`src/hw/rtl/tlf_pkg.sv`:
```
`timescale 1ns / 1ps
// ----------------------------------------------------------------------------
// tlf_pkg
// Shared types and constants of the text line filter: counter size,
// configuration register indexes and the word passed from front to back.
// ----------------------------------------------------------------------------
package tlf_pkg;

  localparam int NUMBER_DIGITS = 7;   // BCD line counter digits
  localparam int NUM_WIDTH     = 6;   // right-aligned field width of the number
  localparam int MAX_OUT       = 12;  // output words one input word may cause
  localparam int DIG_W         = $clog2(NUMBER_DIGITS);
  localparam int CNT_W         = $clog2(MAX_OUT);
  localparam int REND_MAX      = 4;   // rendered bytes of one input byte, at most

  localparam logic [7:0] CH_TAB   = 8'h09;
  localparam logic [7:0] CH_NL    = 8'h0A;
  localparam logic [7:0] CH_SPACE = 8'h20;
  localparam logic [7:0] CH_DOLL  = 8'h24;
  localparam logic [7:0] CH_DASH  = 8'h2D;
  localparam logic [7:0] CH_ZERO  = 8'h30;
  localparam logic [7:0] CH_QUEST = 8'h3F;
  localparam logic [7:0] CH_I     = 8'h49;
  localparam logic [7:0] CH_M     = 8'h4D;
  localparam logic [7:0] CH_CARET = 8'h5E;
  localparam logic [7:0] CH_DEL   = 8'h7F;

  typedef enum logic [2:0] {
    REG_NUMBER_ALL       = 3'd0,
    REG_NUMBER_NONBLANK  = 3'd1,
    REG_SQUEEZE_BLANK    = 3'd2,
    REG_SHOW_ENDS        = 3'd3,
    REG_SHOW_TABS        = 3'd4,
    REG_SHOW_NONPRINTING = 3'd5
  } cfg_reg_t;

  typedef struct packed {
    logic number_all;
    logic number_nonblank;
    logic squeeze_blank;
    logic show_ends;
    logic show_tabs;
    logic show_nonprinting;
  } cfg_t;

  typedef logic [NUMBER_DIGITS-1:0][3:0] bcd_t;

  // One classified input word, ready for the back end to expand.
  typedef struct packed {
    logic                         numbered;  // emit the line number first
    bcd_t                         bcd;       // number to print
    logic [DIG_W-1:0]             top;       // highest nonzero digit (0 if none)
    logic [REND_MAX-1:0][7:0]     rend;      // rendered bytes, first at index 0
    logic [1:0]                   rend_last; // index of the last rendered byte
  } item_t;

endpackage

```
`src/hw/rtl/tlf_front.sv`:
```
`timescale 1ns / 1ps
// ----------------------------------------------------------------------------
// tlf_front
// Accepts input words, tracks line start, blank run and line counter, and
// classifies each byte into a queue entry. Squeezed lines push nothing.
// ----------------------------------------------------------------------------
module tlf_front
  import tlf_pkg::*;
(
  input  logic       clk,
  input  logic       rst_n,
  input  cfg_t       cfg,
  input  logic       in_tvalid,
  output logic       in_tready,
  input  logic [7:0] in_tdata,
  input  logic       q_full,
  output logic       q_push,
  output item_t      q_item
);

  logic       at_line_start_r, at_line_start_nxt;
  logic [1:0] blank_run_r, blank_run_nxt;
  bcd_t       bcd_r, bcd_nxt, bcd_inc;
  logic       accept, blank, squeezed, numbered;
  logic [DIG_W-1:0] top;
  logic [3:0] d;
  logic       carry;
  logic [7:0] c;

  assign c         = in_tdata;
  assign in_tready = !q_full;
  assign accept    = in_tvalid && in_tready;

  // BCD increment, ripple over the digits
  always_comb begin
    carry   = 1'b1;
    bcd_inc = '0;
    for (int i = 0; i < NUMBER_DIGITS; i++) begin
      d = (bcd_r[i] > 4'd9) ? 4'd9 : bcd_r[i];
      d = d + {3'd0, carry};
      carry = (d > 4'd9);
      bcd_inc[i] = carry ? 4'd0 : d;
    end
  end

  always_comb begin
    top = '0;
    for (int i = 1; i < NUMBER_DIGITS; i++) begin
      if (bcd_r[i] != 4'd0) top = DIG_W'(i);
    end
  end

  always_comb begin
    blank         = (c == CH_NL);
    blank_run_nxt = blank_run_r;
    squeezed      = 1'b0;
    numbered      = 1'b0;
    if (at_line_start_r) begin
      if (!blank)                    blank_run_nxt = 2'd0;
      else if (blank_run_r != 2'd3)  blank_run_nxt = blank_run_r + 2'd1;
      squeezed = cfg.squeeze_blank && (blank_run_nxt > 2'd1);
      numbered = !squeezed && (cfg.number_all || (cfg.number_nonblank && !blank));
    end
    at_line_start_nxt = squeezed || blank;
    bcd_nxt           = numbered ? bcd_inc : bcd_r;
  end

  // rendering of the byte itself
  always_comb begin
    q_item.numbered  = numbered;
    q_item.bcd       = bcd_r;
    q_item.top       = top;
    q_item.rend      = '0;
    q_item.rend_last = 2'd0;
    if (cfg.show_tabs && c == CH_TAB) begin
      q_item.rend[0]   = CH_CARET;
      q_item.rend[1]   = CH_I;
      q_item.rend_last = 2'd1;
    end else if (cfg.show_ends && c == CH_NL) begin
      q_item.rend[0]   = CH_DOLL;
      q_item.rend[1]   = c;
      q_item.rend_last = 2'd1;
    end else if (cfg.show_nonprinting && c != CH_NL && c != CH_TAB) begin
      if (c < 8'h20) begin
        q_item.rend[0]   = CH_CARET;
        q_item.rend[1]   = c + 8'd64;
        q_item.rend_last = 2'd1;
      end else if (c == CH_DEL) begin
        q_item.rend[0]   = CH_CARET;
        q_item.rend[1]   = CH_QUEST;
        q_item.rend_last = 2'd1;
      end else if (c >= 8'h80 && c < 8'hA0) begin
        q_item.rend[0]   = CH_M;
        q_item.rend[1]   = CH_DASH;
        q_item.rend[2]   = CH_CARET;
        q_item.rend[3]   = c - 8'd64;
        q_item.rend_last = 2'd3;
      end else if (c >= 8'hA0 && c < 8'hFF) begin
        q_item.rend[0]   = CH_M;
        q_item.rend[1]   = CH_DASH;
        q_item.rend[2]   = c - 8'd128;
        q_item.rend_last = 2'd2;
      end else if (c == 8'hFF) begin
        q_item.rend[0]   = CH_M;
        q_item.rend[1]   = CH_DASH;
        q_item.rend[2]   = CH_CARET;
        q_item.rend[3]   = CH_QUEST;
        q_item.rend_last = 2'd3;
      end else begin
        q_item.rend[0] = c;
      end
    end else begin
      q_item.rend[0] = c;
    end
  end

  assign q_push = accept && !squeezed;

  always_ff @(posedge clk) begin
    if (!rst_n) begin
      at_line_start_r <= 1'b1;
      blank_run_r     <= 2'd0;
      bcd_r           <= bcd_t'(1);
    end else if (accept) begin
      at_line_start_r <= at_line_start_nxt;
      blank_run_r     <= blank_run_nxt;
      bcd_r           <= bcd_nxt;
    end
  end

endmodule

```
`src/hw/rtl/tlf_queue.sv`:
```
`timescale 1ns / 1ps
// ----------------------------------------------------------------------------
// tlf_queue
// Two-entry queue of classified words between front and back end.
// ----------------------------------------------------------------------------
module tlf_queue
  import tlf_pkg::*;
(
  input  logic  clk,
  input  logic  rst_n,
  input  logic  push,
  input  item_t push_item,
  output logic  full,
  output logic  head_valid,
  output item_t head_item,
  input  logic  pop
);

  item_t      entry_r [2];
  logic       wr_ptr_r, rd_ptr_r;
  logic [1:0] count_r, count_nxt;

  assign full       = (count_r == 2'd2);
  assign head_valid = (count_r != 2'd0);
  assign head_item  = entry_r[rd_ptr_r];

  always_comb begin
    count_nxt = count_r;
    if (push && !pop)      count_nxt = count_r + 2'd1;
    else if (!push && pop) count_nxt = count_r - 2'd1;
  end

  always_ff @(posedge clk) begin
    if (push) entry_r[wr_ptr_r] <= push_item;
  end

  always_ff @(posedge clk) begin
    if (!rst_n) begin
      wr_ptr_r <= 1'b0;
      rd_ptr_r <= 1'b0;
      count_r  <= 2'd0;
    end else begin
      if (push) wr_ptr_r <= !wr_ptr_r;
      if (pop)  rd_ptr_r <= !rd_ptr_r;
      count_r <= count_nxt;
    end
  end

endmodule

```
`src/hw/rtl/tlf_back.sv`:
```
`timescale 1ns / 1ps
// ----------------------------------------------------------------------------
// tlf_back
// Expands the queue head into output words, one per cycle unless out_tready is low:
// number field and tab if numbered, then rendered bytes; output is registered.
// ----------------------------------------------------------------------------
module tlf_back
  import tlf_pkg::*;
(
  input  logic       clk,
  input  logic       rst_n,
  input  logic       head_valid,
  input  item_t      head_item,
  output logic       pop,
  output logic       out_tvalid,
  input  logic       out_tready,
  output logic [7:0] out_tdata,
  output logic       out_tlast
);

  typedef enum logic [1:0] {PH_START, PH_NUM, PH_TAB, PH_REND} phase_t;

  phase_t           phase_r, phase_nxt, eff_phase;
  logic [DIG_W-1:0] idx_r, idx_nxt, eff_idx;
  logic [CNT_W-1:0] cnt_r;
  logic             out_valid_r, out_last_r;
  logic [7:0]       out_data_r, byte_sel;
  logic [3:0]       digit;
  logic             done, step;

  always_comb begin
    eff_phase = phase_r;
    eff_idx   = idx_r;
    if (phase_r == PH_START) begin
      if (head_item.numbered) begin
        eff_phase = PH_NUM;
        eff_idx   = (head_item.top > DIG_W'(NUM_WIDTH - 1)) ? head_item.top
                                                            : DIG_W'(NUM_WIDTH - 1);
      end else begin
        eff_phase = PH_REND;
        eff_idx   = '0;
      end
    end
  end

  assign digit = (head_item.bcd[eff_idx] > 4'd9) ? 4'd9 : head_item.bcd[eff_idx];

  always_comb begin
    byte_sel  = head_item.rend[eff_idx[1:0]];
    phase_nxt = eff_phase;
    idx_nxt   = eff_idx;
    unique case (eff_phase)
      PH_NUM: begin
        byte_sel = (eff_idx > head_item.top) ? CH_SPACE : (CH_ZERO + {4'd0, digit});
        if (eff_idx == '0) phase_nxt = PH_TAB;
        else               idx_nxt   = eff_idx - 1'b1;
      end
      PH_TAB: begin
        byte_sel  = CH_TAB;
        phase_nxt = PH_REND;
        idx_nxt   = '0;
      end
      PH_REND: begin
        idx_nxt = eff_idx + 1'b1;
      end
      default: ;
    endcase
  end

  assign done = (eff_phase == PH_REND && eff_idx[1:0] == head_item.rend_last) ||
                (cnt_r == CNT_W'(MAX_OUT - 1));
  assign step = head_valid && (!out_valid_r || out_tready);
  assign pop  = step && done;

  always_ff @(posedge clk) begin
    if (!rst_n) begin
      phase_r     <= PH_START;
      idx_r       <= '0;
      cnt_r       <= '0;
      out_valid_r <= 1'b0;
    end else if (step) begin
      out_valid_r <= 1'b1;
      out_data_r  <= byte_sel;
      out_last_r  <= done;
      phase_r     <= done ? PH_START : phase_nxt;
      idx_r       <= idx_nxt;
      cnt_r       <= done ? '0 : cnt_r + 1'b1;
    end else if (out_tready) begin
      out_valid_r <= 1'b0;
    end
  end

  assign out_tvalid = out_valid_r;
  assign out_tdata  = out_data_r;
  assign out_tlast  = out_last_r;

endmodule

```
`src/hw/rtl/text_line_filter.sv`:
```
`timescale 1ns / 1ps
// ----------------------------------------------------------------------------
// text_line_filter
// Byte stream text filter: line numbering, blank line squeezing, visible
// tabs, line ends and non-printing bytes.
// ----------------------------------------------------------------------------
//  channel  direction  handshake              payload
//  in_      slave      in_tvalid/in_tready    in_tdata[7:0] = in_byte
//  out_     master     out_tvalid/out_tready  out_tdata[7:0] = out_byte,
//                                             out_tlast = last_of_run
//  cfg_     slave      cfg_valid/cfg_ready    cfg_index[2:0], cfg_data (bit 0)
//
//  The back end sends the words of one input byte one after another, so a
//  byte that renders to n words (at most twelve) holds it until all are
//  sent; plain text moves at one word per cycle while out_tready is high.
//  The two-entry queue lets the front keep taking bytes while the back end
//  expands or out_tready is low. Squeezed blank lines give no output.
//  Reset (rst_n low, synchronous) is ready the next cycle; no clearing pass.
// ----------------------------------------------------------------------------
module text_line_filter
  import tlf_pkg::*;
(
  input  logic       clk,
  input  logic       rst_n,
  // input stream
  input  logic       in_tvalid,
  output logic       in_tready,
  input  logic [7:0] in_tdata,   // [7:0] in_byte
  // output stream
  output logic       out_tvalid,
  input  logic       out_tready,
  output logic [7:0] out_tdata,  // [7:0] out_byte
  output logic       out_tlast,
  // configuration writes
  input  logic       cfg_valid,
  output logic       cfg_ready,
  input  logic [2:0] cfg_index,
  input  logic       cfg_data
);

  cfg_t  cfg_r;
  logic  q_push, q_full, q_pop, q_head_valid;
  item_t q_push_item, q_head_item;

  // Config writes are always taken; unknown indexes fall through.
  assign cfg_ready = 1'b1;

  always_ff @(posedge clk) begin
    if (!rst_n) begin
      cfg_r <= '0;
    end else if (cfg_valid) begin
      unique case (cfg_index)
        REG_NUMBER_ALL:       cfg_r.number_all       <= cfg_data;
        REG_NUMBER_NONBLANK:  cfg_r.number_nonblank  <= cfg_data;
        REG_SQUEEZE_BLANK:    cfg_r.squeeze_blank    <= cfg_data;
        REG_SHOW_ENDS:        cfg_r.show_ends        <= cfg_data;
        REG_SHOW_TABS:        cfg_r.show_tabs        <= cfg_data;
        REG_SHOW_NONPRINTING: cfg_r.show_nonprinting <= cfg_data;
        default: ;
      endcase
    end
  end

  // front: line tracking, counter, byte classification
  tlf_front u_front (
    .clk       (clk),
    .rst_n     (rst_n),
    .cfg       (cfg_r),
    .in_tvalid (in_tvalid),
    .in_tready (in_tready),
    .in_tdata  (in_tdata),
    .q_full    (q_full),
    .q_push    (q_push),
    .q_item    (q_push_item)
  );

  tlf_queue u_queue (
    .clk        (clk),
    .rst_n      (rst_n),
    .push       (q_push),
    .push_item  (q_push_item),
    .full       (q_full),
    .head_valid (q_head_valid),
    .head_item  (q_head_item),
    .pop        (q_pop)
  );

  // back: one output word per cycle from the queue head, while out_tready allows
  tlf_back u_back (
    .clk        (clk),
    .rst_n      (rst_n),
    .head_valid (q_head_valid),
    .head_item  (q_head_item),
    .pop        (q_pop),
    .out_tvalid (out_tvalid),
    .out_tready (out_tready),
    .out_tdata  (out_tdata),
    .out_tlast  (out_tlast)
  );

endmodule

```
`config.mk`:
```
export PLATFORM = sky130hd
export DESIGN_NAME = text_line_filter
export DESIGN_NICKNAME = d
export VERILOG_FILES = /design/src/hw/rtl/tlf_pkg.sv /design/src/hw/rtl/tlf_front.sv /design/src/hw/rtl/tlf_queue.sv /design/src/hw/rtl/tlf_back.sv /design/src/hw/rtl/text_line_filter.sv
export SDC_FILE = /design/constraint.sdc
export NUM_CORES = 1
export LEC_CHECK = 0
export BUFFER_PORTS_ARGS = -buffer_cell sky130_fd_sc_hd__buf_4
export CORE_ASPECT_RATIO = 1.75
export CORE_MARGIN = 2
export CORE_UTILIZATION = 35
export CTS_CLUSTER_SIZE = 8
export DETAILED_ROUTE_END_ITERATION = 7
export SYNTH_ARGS = -nofsm -noshare
export SYNTH_HDL_FRONTEND = slang
export SYNTH_SLANG_ARGS = --single-unit
```
`constraint.sdc`:
```
create_clock -name clk -period 7.2 [get_ports clk]
set_input_delay 0.72 -clock clk [delete_from_list [all_inputs] [get_ports clk]]
set_output_delay 0.72 -clock clk [all_outputs]
set_load 0.05 [all_outputs]
```
After elaboration in Yosys (flattened, before gate mapping)
Memory sizes are Yosys's and may differ from the RTL's. A register that Yosys moved wholly into a read port is not among the register bits.
Cells that the tools add are included.
{"block": "word_totals", "register_bits": 60, "ramBits": 132, "inputBits": 17, "out_inout_bits": 12, "memories": 1}
{"name": "u_queue.entry_r", "depth": 2, "word_bits": 66, "read_ports": 1, "rd_clocked_by_memory_dff": 1, "wr": 1, "line": "tlf_queue.sv:19", "text": "item_t entry_r [2];"}
{"block": "op_classes", "add_sub_neg": 17, "n_lt_le_gt_ge": 25, "eq_ne": 18, "n_mux": 75, "n_reduce_logical": 50}
{"cell": "$mux 24", "n": 8}
{"cell": "$mux 18", "n": 4}
{"cell": "$mux 4", "n": 17}
{"cell": "$mux 16", "n": 4}
{"cell": "$gt 4x4->1 const B", "n": 15}
{"cell": "$mux 8", "n": 5}
{"cell": "$mux 34", "n": 1}
{"cell": "$mux 2", "n": 13}
{"cell": "$mux 26", "n": 1}
{"cell": "$add 4x1->4", "n": 6}
{"cell": "$reduce_bool 4->1", "n": 6}
{"cell": "$mux 22", "n": 1}
{"cell": "$mux 3", "n": 7}
{"cell": "$reduce_and 2->1", "n": 9}
{"cell": "$bmux 8 s2", "n": 1}
{"cell": "$eq 8x4->1 const B", "n": 2}
{"cell": "$ge 8x8->1 const B", "n": 2}
{"cell": "$logic_and 1x1->1", "n": 16}
{"cell": "$lt 8x8->1 const B", "n": 2}
{"cell": "$ne 8x4->1 const B", "n": 2}
{"cell": "$pmux 8 s2", "n": 1}
{"cell": "$bmux 4 s3", "n": 1}
{"cell": "$logic_not 1->1", "n": 9}
{"cell": "$mux 1", "n": 9}
{"cell": "other kinds (31)", "n": 43}

Logic depth before layout (Yosys ltp)
{"block": "depth", "ltp_word": 17, "mapped_depth": 40, "ltp_nobuf": 40}

Modules after synthesis
Synthesis repeated with hierarchy kept, for this count alone.
{"block": "hier_totals", "cells_unflattened": 792, "area_unflattened_um2": 9581.7}
{"module": "tlf_queue", "instances": 1, "cells_per_inst": 227, "area_each_um2": 4994.8}
{"module": "tlf_front", "instances": 1, "cells_per_inst": 344, "area_each_um2": 2548.7}
{"module": "tlf_back", "instances": 1, "cells_per_inst": 194, "area_each_um2": 1756.7}
{"module": "text_line_filter", "instances": 1, "cells_per_inst": 27, "area_each_um2": 281.5}

Least setup slack after synthesis
Ideal clock, no wire load.
{"block": "synth_timing", "path_kind": "register to register", "startpoint": "register u_front.bcd_r, in the netlist u_front.q_item[38]", "endpoint": "register u_front.bcd_r, in the netlist u_front.q_item[64]", "arrival_ps": 6167, "required_ps": 7135, "slack_ps": 968, "stages_incl_launch_ff": 41, "path_buffers": 0, "synth_period_minus_slack_ps": 6232, "cell_sequence": "dfxtp_1 -> o21a_1 -> nor2_1 -> inv_1 -> ha_1 -> inv_1 -> a21oi_1 -> a31o_2 -> inv_1 -> ha_1 -> ha_1 -> xnor2_1 -> nand2b_1 -> nor2b_1 -> ha_1 -> ha_1 -> xnor2_1 -> nand2b_1 -> (+5 left out) -> nor2b_1 -> ha_1 -> ha_1 -> xnor2_1 -> nand2b_1 -> nor2b_1 -> ha_1 -> ha_1 -> xnor2_1 -> nand2b_1 -> nor2b_1 -> ha_1 -> ha_1 -> xnor2_1 -> nor2b_1 -> nor3b_1 -> a21oi_1 -> nor2b_1"}
{"block": "synth_between", "elab_chain_cells": 17}
{"item": "from (decl)", "line": "tlf_front.sv:23", "text": "bcd_t bcd_r, bcd_nxt, bcd_inc;"}
{"item": "from (signal assigned)", "line": "tlf_front.sv:123", "text": "bcd_r <= bcd_t'(1);"}
{"item": "from (signal assigned)", "line": "tlf_front.sv:127", "text": "bcd_r <= bcd_nxt;"}
{"item": "$gt 4x4->1", "line": "tlf_front.sv:39", "text": "d = (bcd_r[i] > 4'd9) ? 4'd9 : bcd_r[i];"}
{"item": "$mux 4 (*)", "line": "tlf_front.sv:39"}
{"item": "$add 4x1->4 (*)", "line": "tlf_front.sv:40", "text": "d = d + {3'd0, carry};"}
{"item": "$gt 4x4->1 (*)", "line": "tlf_front.sv:41", "text": "carry = (d > 4'd9);"}
{"item": "$add 4x1->4 (*)", "line": "tlf_front.sv:40"}
{"item": "$gt 4x4->1 (*)", "line": "tlf_front.sv:41"}
{"item": "$add 4x1->4 (*)", "line": "tlf_front.sv:40"}
{"item": "$gt 4x4->1 (*)", "line": "tlf_front.sv:41"}
{"item": "$add 4x1->4 (*)", "line": "tlf_front.sv:40"}
{"item": "$gt 4x4->1 (*)", "line": "tlf_front.sv:41"}
{"item": "$add 4x1->4 (*)", "line": "tlf_front.sv:40"}
{"item": "$gt 4x4->1 (*)", "line": "tlf_front.sv:41"}
{"item": "$add 4x1->4 (*)", "line": "tlf_front.sv:40"}
{"item": "$gt 4x4->1 (*)", "line": "tlf_front.sv:41"}
{"item": "$add 4x1->4 (*)", "line": "tlf_front.sv:40"}
{"item": "$gt 4x4->1", "line": "tlf_front.sv:41"}
{"item": "$mux 4 (*)", "line": "tlf_front.sv:42", "text": "bcd_inc[i] = carry ? 4'd0 : d;"}
Every way passes the cells marked *; elsewhere a longest branch is shown, timed or not.
A chain may end at the register's enable or synchronous reset.

Final worst setup path
Ends and elaborated chain as after synthesis.

==> impl_metrics.env <==
export IMPL_status="completed"
export IMPL_finalSetupTns_ps=0
export IMPL_hp_class="reg -> reg"
export IMPL_overflow=0
export IMPL_required_ps=7540
export IMPL_track_usage=0.1556
export IMPL_postRouteAntennaNets=0
export IMPL_vias=6104
export IMPL_syn_num_nets=831
export IMPL_start_util=0.3569
export IMPL_path_class="reg -> reg"
export IMPL_die_w_um=128.5
export IMPL_post_cts_setup_buffers=0
export IMPL_die_h_um=221.8
export IMPL_min_period_ps=6672
export IMPL_finalMaxSlewViolations=0
export IMPL_drt_iter0_drc=444
export IMPL_dp_cells=1110
export IMPL_rows=79
export IMPL_seq_area_frac_synth=0.5559
export IMPL_cts_buffers=17
export IMPL_fp_dieArea_mm2=0.02850
export IMPL_setup_viol=0
export IMPL_fin_skew_ps=11.72
export IMPL_relSlewSlack=0.2536
export IMPL_clock_path_buffers=2
export IMPL_hold_violations=0
export IMPL_swShare=0.3462
export IMPL_critPathSlowestCell="dfxtp_1"
export IMPL_netlist_area_mm2=0.009489
export IMPL_synth_edff_count=141
export IMPL_cap_violations=0
export IMPL_worst_slew_pin_slew_ps=1110
export IMPL_synth_ff_type="edfxtp_1"
export IMPL_yosys_warnings=0
export IMPL_grt_max_degree=59
export IMPL_crit_path_end_kind="register"
export IMPL_ir_worst_vdd_mv=0.1708
export IMPL_nets=849
export IMPL_clk_pin_slew_ps=80
export IMPL_io_buffers=27
export IMPL_max_stage_delay_ps=350
export IMPL_drive_gt1_frac=0.1479
export IMPL_power_switching_mw=1.219
export IMPL_grt_busiest_layer="met2"
export IMPL_cts_root_buffer="clkbuf_16"
export IMPL_clockPowerShare=0.263
export IMPL_antenna_found_initial=0
export IMPL_avgSynthCellArea_um2=12.06
export IMPL_cts_hold_buf=0
export IMPL_cts_repair_resized=0
export IMPL_seqPwrFrac=0.419
export IMPL_antennaDiodeCount=0
export IMPL_clkSinkCount=193
export IMPL_internal_power_mw=2.303
export IMPL_layout_cells_non_filler=1142
export IMPL_drt_pre_antenna_iters=6
export IMPL_path_common_cell="ha_1"
export IMPL_synthCells=787
export IMPL_yosysUniqueCellTypes=78
export IMPL_met3_usage=0.02534
export IMPL_p_leak_nw=3.714
export IMPL_synthArstFlopShare=0
export IMPL_area_growth_pct=11.55
export IMPL_cts_htree_levels=4
export IMPL_startpoint_type="register"
export IMPL_arrival_ps=7010
export IMPL_coreArea_mm2=0.02659
export IMPL_combinationalPowerShare=0.317
export IMPL_finalWirelength_um=21350
export IMPL_finalCritPeriodShare=0.9267
export IMPL_clock_fmax_ghz=0.1499
export IMPL_gp_congestion=0.9148
export IMPL_vias_per_cell=5.345
export IMPL_power_density_mw_per_mm2=332.7
export IMPL_grtUsageMet1=0.1592
export IMPL_grt_pass1_vias=6204
export IMPL_rsz0062_at_grt="false"
export IMPL_synth_seq_cells=193
export IMPL_wire_per_inst_um=18.69
export IMPL_worstPathMaxFanout=6
export IMPL_drc_errors=0
export IMPL_grt_pass1_wl_um=33650
export IMPL_gr_usage_met2=0.3010
export IMPL_cts_tree="done"
export IMPL_clock_latency_ps=440
export IMPL_io_pins=29
export IMPL_hpwl_um=15190
==> area by class of cell <==
cell class | instances | area, µm²
clock inverters | 14 | 133.9
well taps | 324 | 405.4
repair buffers | 35 | 262.8
clock buffers | 18 | 450.4
flip-flops and latches | 193 | 5276
fillers | 2499 | 16000
inverters | 15 | 66.31
multi-input cells | 543 | 3990
==> cell usage after synthesis, types with 7 or more instances <==
| master | number | area share |
|---|---|---|
| edfxtp_1 | 141 | 0.45 |
| nand2_1 | 77 | 0.030 |
| dfxtp_1 | 52 | 0.11 |
| nor2b_1 | 41 | 0.027 |
| nor2_1 | 37 | 0.015 |
| o21ai_0 | 37 | 0.020 |
| a21oi_1 | 32 | 0.017 |
| mux2i_1 | 28 | 0.030 |
| ha_1 | 27 | 0.036 |
| mux4_2 | 22 | 0.052 |
| and2_1 | 18 | 0.012 |
| clkbuf_1 | 18 | 0.0071 |
| nand2b_1 | 18 | 0.012 |
| nand3_1 | 18 | 0.0095 |
| xnor2_1 | 17 | 0.016 |
| a21boi_0 | 15 | 0.012 |
| nor3_1 | 15 | 0.0079 |
| inv_1 | 12 | 0.0047 |
| a31oi_1 | 11 | 0.0073 |
| o21a_1 | 11 | 0.0087 |
| a21boi_1 | 8 | 0.0063 |
| buf_2 | 8 | 0.0042 |
| nand3b_1 | 7 | 0.0055 |
==> routing by layer <==
| metal | wire, µm | vias up | part of all wire |
|---|---|---|---|
| met2 | 12330 | 77 | 0.58 |
| met3 | 379 | 37 | 0.018 |
| li1 | - | 2993 | - |
| met5 | 0 | - | 0 |
| met1 | 7978 | 2997 | 0.37 |
| met4 | 656 | 0 | 0.031 |
==> worst max-delay path: cells and delay by family, from the launching register on <==
kind	cells	cell delay (ps)
and+or+nand+nor	14	1690
buffers and inverters	3	240
AOI/OAI and AO/OA	4	630
xor gates and xnor gates	6	850
DFF	1	350
adders and majority gates	13	2810
==> registers in the layout (all words and copies together), names as in the netlist, named ones only <==
name                     count
u_queue.entry_r            132
u_back.out_tdata             8
u_queue.rd_ptr_r             1
u_back.cnt_r                 4
u_front.blank_run_r          2
u_back.phase_r               2
u_back.idx_r                 3
cfg_r                        6
u_queue.wr_ptr_r             1
u_front.at_line_start_r      1
u_queue.count_r              2
u_back.out_tlast             1
u_back.out_tvalid            1
u_front.q_item              28
==> power groups by stage <==
stage          Sequential [mW]  Combinational, mW  Clock (mW)
4_1_cts                   1.48               1.13       0.958
3_3_place_gp              1.50               1.12           0
5_1_grt                   1.50               1.21       0.996
2_1_floorplan             1.54              0.799           0
6_report                  1.48               1.12       0.927
3_5_place_dp              1.50               1.13           0
==> cell usage in the layout, fill, tap and decap left out, types with 4 or more instances in the layout <==
| master | n |
|---|---|
| edfxtp_1 | 141 |
| nand2_1 | 77 |
| dfxtp_1 | 51 |
| nor2b_1 | 39 |
| o21ai_0 | 37 |
| nor2_1 | 37 |
| buf_4 | 35 |
| a21oi_1 | 32 |
| mux2i_1 | 28 |
| ha_1 | 23 |
| mux4_2 | 22 |
| nand3_1 | 18 |
| nand2b_1 | 18 |
| clkbuf_16 | 18 |
| xnor2_1 | 17 |
| and2_1 | 17 |
| nor3_1 | 15 |
| a21boi_0 | 15 |
| inv_1 | 12 |
| o21a_1 | 11 |
| a31oi_1 | 11 |
| a21boi_1 | 8 |
| nand3b_1 | 7 |
| inv_8 | 6 |
| nor4_1 | 6 |
| o211ai_1 | 6 |
| and3_1 | 5 |
| o31ai_1 | 5 |
| a211oi_1 | 5 |
| a22oi_1 | 5 |
| a21o_1 | 4 |
| or3_1 | 4 |
| o311ai_0 | 4 |
| or4_1 | 4 |
| mux2_2 | 4 |
| inv_6 | 4 |
==> path summary, 6_finish.rpt <==
check / start / end / slack [ps] / cells after the start
max: u_front.q_item[38] / u_front.q_item[64] / 530 / 40
max reg2reg: u_front.q_item[38] / u_front.q_item[64] / 530 / 40
min reg2reg: u_back.idx_r[0] / u_back.idx_r[0] / 470 / 2
min: u_back.idx_r[0] / u_back.idx_r[0] / 470 / 2
==> logic make-up after synthesis <==
kind of cell    synth area share
other cells            0.0003952
simple gates              0.1549
buf+inv                  0.02795
mux                      0.08650
compound gates            0.1221
xor+xnor                 0.01661
flops                     0.5559
fa+ha+maj                0.03560
==> metrics by stage <==
| step | area (µm²) | hold WS, ps | worst slack [ps] | utilization | power (mW) |
|---|---|---|---|---|---|
| final | 10590 | 471.6 | 527.7 | 0.3981 | 3.522 |
| after global routing | 10590 | 514.6 | 3.063 | 0.3981 | 3.706 |
| after CTS | 10560 | 474.6 | 304.4 | 0.3971 | 3.570 |
| after detailed placement | 9973 | 464.1 | 343.4 | 0.3751 | 2.631 |
| after global placement | 9973 | 448.8 | 526.4 | 0.3751 | 2.625 |
| after floorplan | 9489 | 437.5 | 968.3 | - | 2.340 |
(Power assumes the default switching activity.)
